===== src/hdl/alli_pkg.sv =====
// shared types and constants for the array linked list insert block
// no dependencies
`default_nettype none

package alli_pkg;

    localparam int LIST_DEPTH = 128;
    localparam int IDX_W      = $clog2(LIST_DEPTH);
    localparam int LINK_W     = $clog2(LIST_DEPTH + 1);
    localparam int COUNT_W    = $clog2(LIST_DEPTH + 1);
    localparam int CMP_W      = ((COUNT_W > 8) ? COUNT_W : 8) + 1;

    localparam logic [LINK_W-1:0] NULL_LINK = LINK_W'(LIST_DEPTH);

    typedef enum logic [1:0] {
        STATUS_OK      = 2'd0,
        STATUS_BAD_POS = 2'd1,
        STATUS_FULL    = 2'd2
    } status_t;

    typedef enum logic [2:0] {
        ST_INIT,
        ST_IDLE,
        ST_FREE,
        ST_WALK,
        ST_LINK,
        ST_RESULT
    } state_t;

    typedef struct packed {
        logic [7:0]         position;
        logic signed [31:0] value;
    } req_t;

    typedef struct packed {
        status_t    status;
        logic [6:0] node_used;
        logic [7:0] list_length;
        logic       list_empty;
    } rsp_t;

    function automatic logic good_link(input logic [LINK_W-1:0] link);
        return link < NULL_LINK;
    endfunction

endpackage

`default_nettype wire


===== src/hdl/array_linked_list_insert.sv =====
// linked list insert over a fixed node store with a free chain
// link table and value store are local synchronous memories; depends on alli_pkg
// steps: an accepted beat goes to ST_FREE, then to ST_RESULT for position 1 or an
// empty list, else via ST_WALK and ST_LINK to ST_RESULT; errors skip to ST_RESULT
// one item at a time: the walk reads one link per cycle from the link table
// throughput: next beat accepted the cycle after the result is registered
// reset: ST_INIT writes the free chain into all 128 link entries, stall held high
`default_nettype none

module array_linked_list_insert
    import alli_pkg::*;
(
    input  wire logic clk,
    input  wire logic rst_n,
    input  wire logic req_valid,
    output logic      req_stall,
    input  wire req_t req,
    output logic      rsp_valid,
    input  wire logic rsp_stall,
    output rsp_t      rsp
);

    logic [LINK_W-1:0]  link_ram [LIST_DEPTH];
    logic [31:0]        value_ram [LIST_DEPTH];

    state_t             state_reg, state_next;
    logic [IDX_W-1:0]   init_cnt_reg, init_cnt_next;
    logic [LINK_W-1:0]  head_reg, head_next;
    logic [LINK_W-1:0]  free_reg, free_next;
    logic [COUNT_W-1:0] count_reg, count_next;
    logic [7:0]         steps_reg, steps_next;
    logic [31:0]        value_reg, value_next;
    logic [IDX_W-1:0]   fresh_reg, fresh_next;
    logic [IDX_W-1:0]   prev_reg, prev_next;
    logic [LINK_W-1:0]  next_free_reg, next_free_next;
    logic               head_ins_reg, head_ins_next;
    status_t            status_reg, status_next;
    logic               rsp_valid_reg, rsp_valid_next;
    rsp_t               rsp_reg, rsp_next;
    logic [LINK_W-1:0]  rd_data_reg;

    logic               link_wr;
    logic [IDX_W-1:0]   link_wr_addr;
    logic [LINK_W-1:0]  link_wr_data;
    logic [IDX_W-1:0]   rd_addr;
    logic               value_wr;

    logic               accept;
    logic               bad_pos;
    logic [CMP_W-1:0]   pos_ext;
    logic [CMP_W-1:0]   limit;

    assign req_stall = (state_reg != ST_IDLE);
    assign accept    = req_valid && !req_stall;
    assign rsp_valid = rsp_valid_reg;
    assign rsp       = rsp_reg;

    assign pos_ext = CMP_W'(req.position);
    assign limit   = CMP_W'(count_reg) + CMP_W'(1);
    assign bad_pos = (req.position == 8'd0) || (pos_ext > limit);

    // link table and value store
    always_ff @(posedge clk)
    begin
        if (link_wr)
        begin
            link_ram[link_wr_addr] <= link_wr_data;
        end
        rd_data_reg <= link_ram[rd_addr];
    end

    always_ff @(posedge clk)
    begin
        if (value_wr)
        begin
            value_ram[fresh_reg] <= value_reg;
        end
    end

    always_ff @(posedge clk or negedge rst_n)
    begin
        if (!rst_n)
        begin
            state_reg     <= ST_INIT;
            init_cnt_reg  <= '0;
            head_reg      <= NULL_LINK;
            free_reg      <= '0;
            count_reg     <= '0;
            rsp_valid_reg <= 1'b0;
        end
        else
        begin
            state_reg     <= state_next;
            init_cnt_reg  <= init_cnt_next;
            head_reg      <= head_next;
            free_reg      <= free_next;
            count_reg     <= count_next;
            rsp_valid_reg <= rsp_valid_next;
        end
    end

    always_ff @(posedge clk)
    begin
        steps_reg     <= steps_next;
        value_reg     <= value_next;
        fresh_reg     <= fresh_next;
        prev_reg      <= prev_next;
        next_free_reg <= next_free_next;
        head_ins_reg  <= head_ins_next;
        status_reg    <= status_next;
        rsp_reg       <= rsp_next;
    end

    always_comb
    begin
        state_next     = state_reg;
        init_cnt_next  = init_cnt_reg;
        head_next      = head_reg;
        free_next      = free_reg;
        count_next     = count_reg;
        steps_next     = steps_reg;
        value_next     = value_reg;
        fresh_next     = fresh_reg;
        prev_next      = prev_reg;
        next_free_next = next_free_reg;
        head_ins_next  = head_ins_reg;
        status_next    = status_reg;
        rsp_valid_next = rsp_valid_reg && rsp_stall;
        rsp_next       = rsp_reg;
        link_wr        = 1'b0;
        link_wr_addr   = fresh_reg;
        link_wr_data   = rd_data_reg;
        rd_addr        = fresh_reg;
        value_wr       = 1'b0;

        unique case (state_reg)
            ST_INIT:
            begin
                // free chain: entry i links i + 1, last entry null
                link_wr       = 1'b1;
                link_wr_addr  = init_cnt_reg;
                link_wr_data  = LINK_W'(init_cnt_reg) + LINK_W'(1);
                init_cnt_next = init_cnt_reg + IDX_W'(1);
                if (init_cnt_reg == IDX_W'(LIST_DEPTH - 1))
                begin
                    state_next = ST_IDLE;
                end
            end
            ST_IDLE:
            begin
                if (accept)
                begin
                    value_next    = req.value;
                    steps_next    = req.position - 8'd2;
                    head_ins_next = (req.position == 8'd1) || !good_link(head_reg);
                    if (bad_pos)
                    begin
                        status_next = STATUS_BAD_POS;
                        fresh_next  = '0;
                        state_next  = ST_RESULT;
                    end
                    else if (!good_link(free_reg))
                    begin
                        status_next = STATUS_FULL;
                        fresh_next  = '0;
                        state_next  = ST_RESULT;
                    end
                    else
                    begin
                        status_next = STATUS_OK;
                        fresh_next  = free_reg[IDX_W-1:0];
                        rd_addr     = free_reg[IDX_W-1:0];
                        state_next  = ST_FREE;
                    end
                end
            end
            ST_FREE:
            begin
                next_free_next = rd_data_reg;
                value_wr       = 1'b1;
                if (head_ins_reg)
                begin
                    link_wr      = 1'b1;
                    link_wr_addr = fresh_reg;
                    link_wr_data = head_reg;
                    head_next    = LINK_W'(fresh_reg);
                    state_next   = ST_RESULT;
                end
                else
                begin
                    prev_next  = head_reg[IDX_W-1:0];
                    rd_addr    = head_reg[IDX_W-1:0];
                    state_next = ST_WALK;
                end
            end
            ST_WALK:
            begin
                // rd_data_reg holds the link of prev_reg
                if ((steps_reg != 8'd0) && good_link(rd_data_reg))
                begin
                    prev_next  = rd_data_reg[IDX_W-1:0];
                    rd_addr    = rd_data_reg[IDX_W-1:0];
                    steps_next = steps_reg - 8'd1;
                end
                else
                begin
                    link_wr      = 1'b1;
                    link_wr_addr = fresh_reg;
                    link_wr_data = rd_data_reg;
                    state_next   = ST_LINK;
                end
            end
            ST_LINK:
            begin
                link_wr      = 1'b1;
                link_wr_addr = prev_reg;
                link_wr_data = LINK_W'(fresh_reg);
                state_next   = ST_RESULT;
            end
            ST_RESULT:
            begin
                if (!rsp_valid_reg || !rsp_stall)
                begin
                    rsp_valid_next = 1'b1;
                    if (status_reg == STATUS_OK)
                    begin
                        count_next = count_reg + COUNT_W'(1);
                        free_next  = next_free_reg;
                    end
                    rsp_next.status      = status_reg;
                    rsp_next.node_used   = 7'(fresh_reg);
                    rsp_next.list_length = 8'(count_next);
                    rsp_next.list_empty  = (count_next == '0);
                    state_next           = ST_IDLE;
                end
            end
            default:
            begin
                state_next = ST_IDLE;
            end
        endcase
    end

endmodule

`default_nettype wire


===== config.mk =====
export PLATFORM = sky130hd
export DESIGN_NAME = array_linked_list_insert
export DESIGN_NICKNAME = d
export VERILOG_FILES = /design/src/hdl/alli_pkg.sv /design/src/hdl/array_linked_list_insert.sv
export SDC_FILE = /design/constraint.sdc
export NUM_CORES = 2
export LEC_CHECK = 0
export BUFFER_PORTS_ARGS = -buffer_cell sky130_fd_sc_hd__buf_4
export CAP_MARGIN = 15
export CORE_AREA = 2 2 292 294
export DETAILED_ROUTE_END_ITERATION = 10
export DIE_AREA = 0 0 294 296
export HOLD_SLACK_MARGIN = 0.08
export PLACE_DENSITY = 0.83
export RECOVER_POWER = 50
export SETUP_SLACK_MARGIN = 0.4
export SLEW_MARGIN = 20
export SYNTH_ARGS = -nofsm -noshare
export SYNTH_HDL_FRONTEND = slang
export SYNTH_SLANG_ARGS = --single-unit

===== constraint.sdc =====
create_clock -name clk -period 11.04 [get_ports clk]
set_clock_uncertainty 0.1 [all_clocks]
set_input_delay 1.656 -clock clk [delete_from_list [all_inputs] [get_ports clk]]
set_output_delay 1.656 -clock clk [all_outputs]
set_load 0.02 [all_outputs]

==> run_results.csv <==
group,metric,value,unit
clocking,ctsHtreeMaxLevel,3,
sta,setup_violations,0,
synthesis,synth-simple-area-share,9.65,%
cells_and_area,area_delta_synth_final,8.99,%
sta,tns,0,ns
grt,grt_max_degree,139,
critical_path,arrival,7.85,ns
critical_path,endpoint_kind,"register",
grt,grtUsageMet2,40.8,%
synthesis,synth-xor-area-share,0.782,%
sta,tightestPinTransition,5.59,ns
hold_path,min_path_type,"register to register",
grt,first_global_vias,27100,
clocking,cts.sinks,1118,
sta,hold_viol,0,
run_status,violations,"max-capacitance violations, max-slew violations",
sta,rsz0062_at_grt,"false",
clocking,cts_resized,0,
floorplan,initial_utilization,54.5,%
grt,grtUsageTotal,25.4,%
synthesis,synthesis.nets,3282,
cells_and_area,drive_gt1_share,8.74,%
pwr,clkPwrFrac,20.5,%
placed_design,dp_cells,4212,
critical_path,path_max_fanout,108,
grt,top_usage_layer,"met2",
clocking,insertion_delay,0.68,ns
sta,fmax,0.120,GHz
clocking,postCtsSetupBuffers,0,
pwr,p_int,9.50,mW
synthesis,synth-async-reset-ratio,3.13,%
synthesis,ys.warnings.count,0,
floorplan,die-area,87000,um2
route,wl,112000,um
synthesis,synth-edff-count,1075,
grt,grt_antenna_before_repair,1,
placed_design,io_buffers,31,
grt,grt_use_met1,32.7,%
clocking,cts_tree,"yes",
sta,maxSlewViolCount,866,
synthesis,synth_top_family_by_area,"simple AND/OR/NAND/NOR gates",
route,first_pass_iters,8,
pwr,pwr-share-seq,36.0,%
floorplan,num_rows,107,
floorplan,fp.dieH,296,um
synthesis,ys_ff_latch,1118,
floorplan,coreArea,84200,um2
route,ant_nets,0,
cells_and_area,largest_register_ffs,1024,
grt,grt_first_pass_wirelength,165000,um
grt,use_met3,5.90,%
synthesis,synthesis.area,45900,um2
sta,fin_crit_sh,75.2,%
critical_path,worstPathRequired,10.59,ns
route,routedWlPerCell,25.4,um
synthesis,synth-adder-area-share,0.354,%
route,vias,28200,
pwr,swShare,41.3,%
sta,relSlewSlack,-273,%
synthesis,yosys.cell_types.count,80,
synthesis,synthFlopType,"edfxtp_1",
synthesis,muxShareOfSynthArea,6.41,%
pwr,power_switching,6.69,mW
pwr,combPwrFrac,43.5,%
floorplan,io_pins,64,
placed_design,dp_hpwl,66500,um
run_status,outcome,"complete, but fails checks",
clocking,numCtsBuffers,103,
floorplan,die_w,294,um
pwr,peakVddDrop,360,uV
synthesis,netlist_instances,3225,
synthesis,seq_area_frac_synth,72.6,%
clocking,postCtsHoldBufs,0,
placed_design,place_congestion,0.894,
pwr,p_per_area,324,nW/um2
route,drt_iter0_drc,4045,
synthesis,synth_compound_area_share,8.01,%
grt,gr-total-overflow,0,
flow_run,max_cap_viol_count,16,
sta,fin_crit,8.30,ns
clocking,clk_path_buf_depth,3,
synthesis,synth.avg_cell_area,14.2,um2
critical_path,startpoint_type,"register",
clocking,clk_pin_slew,0.07,ns
cells_and_area,fin_nets,3285,
pwr,power_leakage,16.7,nW
route,viasPerCell,6.42,
cells_and_area,finalNonFillerCells,4398,
critical_path,path_class,"register to register",
clocking,root_buffer,"clkbuf_16",
cells_and_area,n_fill_cell,5909,
route,drcViolationCount,0,
-- logic make-up (layout without fill, tap and decap cells) --
family	Yosys count	in the layout
AO/OA/AOI/OAI	518	518
XOR/XNOR	41	41
adder cells (fa/ha/maj)	13	13
buffers and inverters	203	284
flip-flops	1118	1118
multiplexers	285	285
other	0	2
AND/OR/NAND/NOR	1047	1047
-- Yosys cell counts, types with 10 or more instances --
cell | n | area, um2
a221oi_1 | 36 | 315
a21oi_1 | 152 | 761
a22oi_1 | 33 | 248
dfrtp_1 | 34 | 851
buf_2 | 95 | 475
xnor2_1 | 24 | 210
mux2i_1 | 216 | 2160
a22o_1 | 18 | 158
a221o_1 | 21 | 210
clkbuf_1 | 55 | 206
buf_4 | 20 | 150
edfxtp_1 | 1075 | 32300
nand3_1 | 133 | 666
nor2_1 | 203 | 762
xor2_1 | 17 | 149
a211oi_1 | 17 | 128
a21o_1 | 14 | 105
mux2_2 | 68 | 766
nor3_1 | 24 | 120
and2_1 | 12 | 75.1
a32o_1 | 12 | 120
inv_1 | 15 | 56.3
ha_1 | 13 | 163
and3_1 | 31 | 194
nand2_1 | 592 | 2220
o21ai_0 | 33 | 165
o22ai_1 | 46 | 288
a31oi_1 | 27 | 169
a32oi_1 | 28 | 245
nand2b_1 | 10 | 62.6
-- worst max-delay path: stages (launching register included) --
cell and delay (ns):
dfrtp_1 0.36, clkbuf_1 0.64, nand2b_1 0.44, nor2_1 0.12
clkbuf_1 0.70, a22oi_1 0.23, nand2_1 0.67, clkbuf_1 3.96
-- metrics by stage --
stage	hold slack, ns	power (mW)	instance area (um2)	setup WS [ns]	util [%]
final	0.342	16.2	50000	2.74	59.4
after global routing	0.385	16.7	50000	2.35	59.4
after CTS	0.339	15.9	50200	4.58	59.6
after detailed placement	0.326	12.7	47100	4.17	56.0
after global placement	0.322	12.4	47100	4.24	56.0
after floorplan	0.315	10.5	45900	3.12	-
-- placed cells by master, fill, tap and decap left out, drive strengths merged, types with 10 or more instances in the layout --
cell type,count
a211oi,18
a21o,14
a21oi,154
a221o,21
a221oi,36
a22o,18
a22oi,33
a31oi,27
a32o,12
a32oi,28
and2,14
and3,31
buf,50
clkbuf,171
clkinv,38
dfrtp,34
edfxtp,1075
ha,13
inv,19
mux2,69
mux2i,216
nand2,592
nand2b,10
nand3,133
nor2,206
nor3,26
o21ai,39
o22ai,49
xnor2,24
xor2,17
-- layer usage --
layer,up-vias,part of all wire [%]
met5,-,0
met4,0,5.4
met3,400,12
met2,1893,47
met1,13700,35
li1,12200,-
-- power by group through the flow --
stage	Clock, mW	Combinational [mW]	Sequential [mW]
after floorplan	0	4.55	5.95
after global placement	0	6.65	5.80
after detailed placement	0	6.84	5.81
after CTS	3.32	6.90	5.72
after global routing	3.49	7.35	5.84
final	3.31	7.05	5.82
-- layout make-up --
cell class | instances | area [um2] | area share, %
Antenna cell | 2 | 5.00 | 0.0100
Clock buffer | 136 | 2750 | 5.50
Clock inverter | 47 | 337 | 0.673
Inverter | 16 | 60.1 | 0.120
Multi-Input combinational cell | 1904 | 11600 | 23.2
Sequential cell | 1118 | 33300 | 66.6
Tap cell | 1090 | 1360 | 2.73
Timing Repair Buffer | 85 | 564 | 1.13
-- worst paths after layout --
kind | from | end | slack [ns] | cells after the start
setup / recovery | state_reg[2] | link_ram[83][7] | 2.74 | 7
hold / removal | next_free_reg[0] | free_reg[0] | 0.34 | 2
setup reg to reg | state_reg[2] | link_ram[83][7] | 2.74 | 7
hold reg to reg | next_free_reg[0] | free_reg[0] | 0.34 | 2
max in group asynchronous | rst_n | count_reg[4] | 8.10 | 1
min in group asynchronous | rst_n | init_cnt_reg[6] | 1.50 | 1
(Power assumes the default switching activity.)
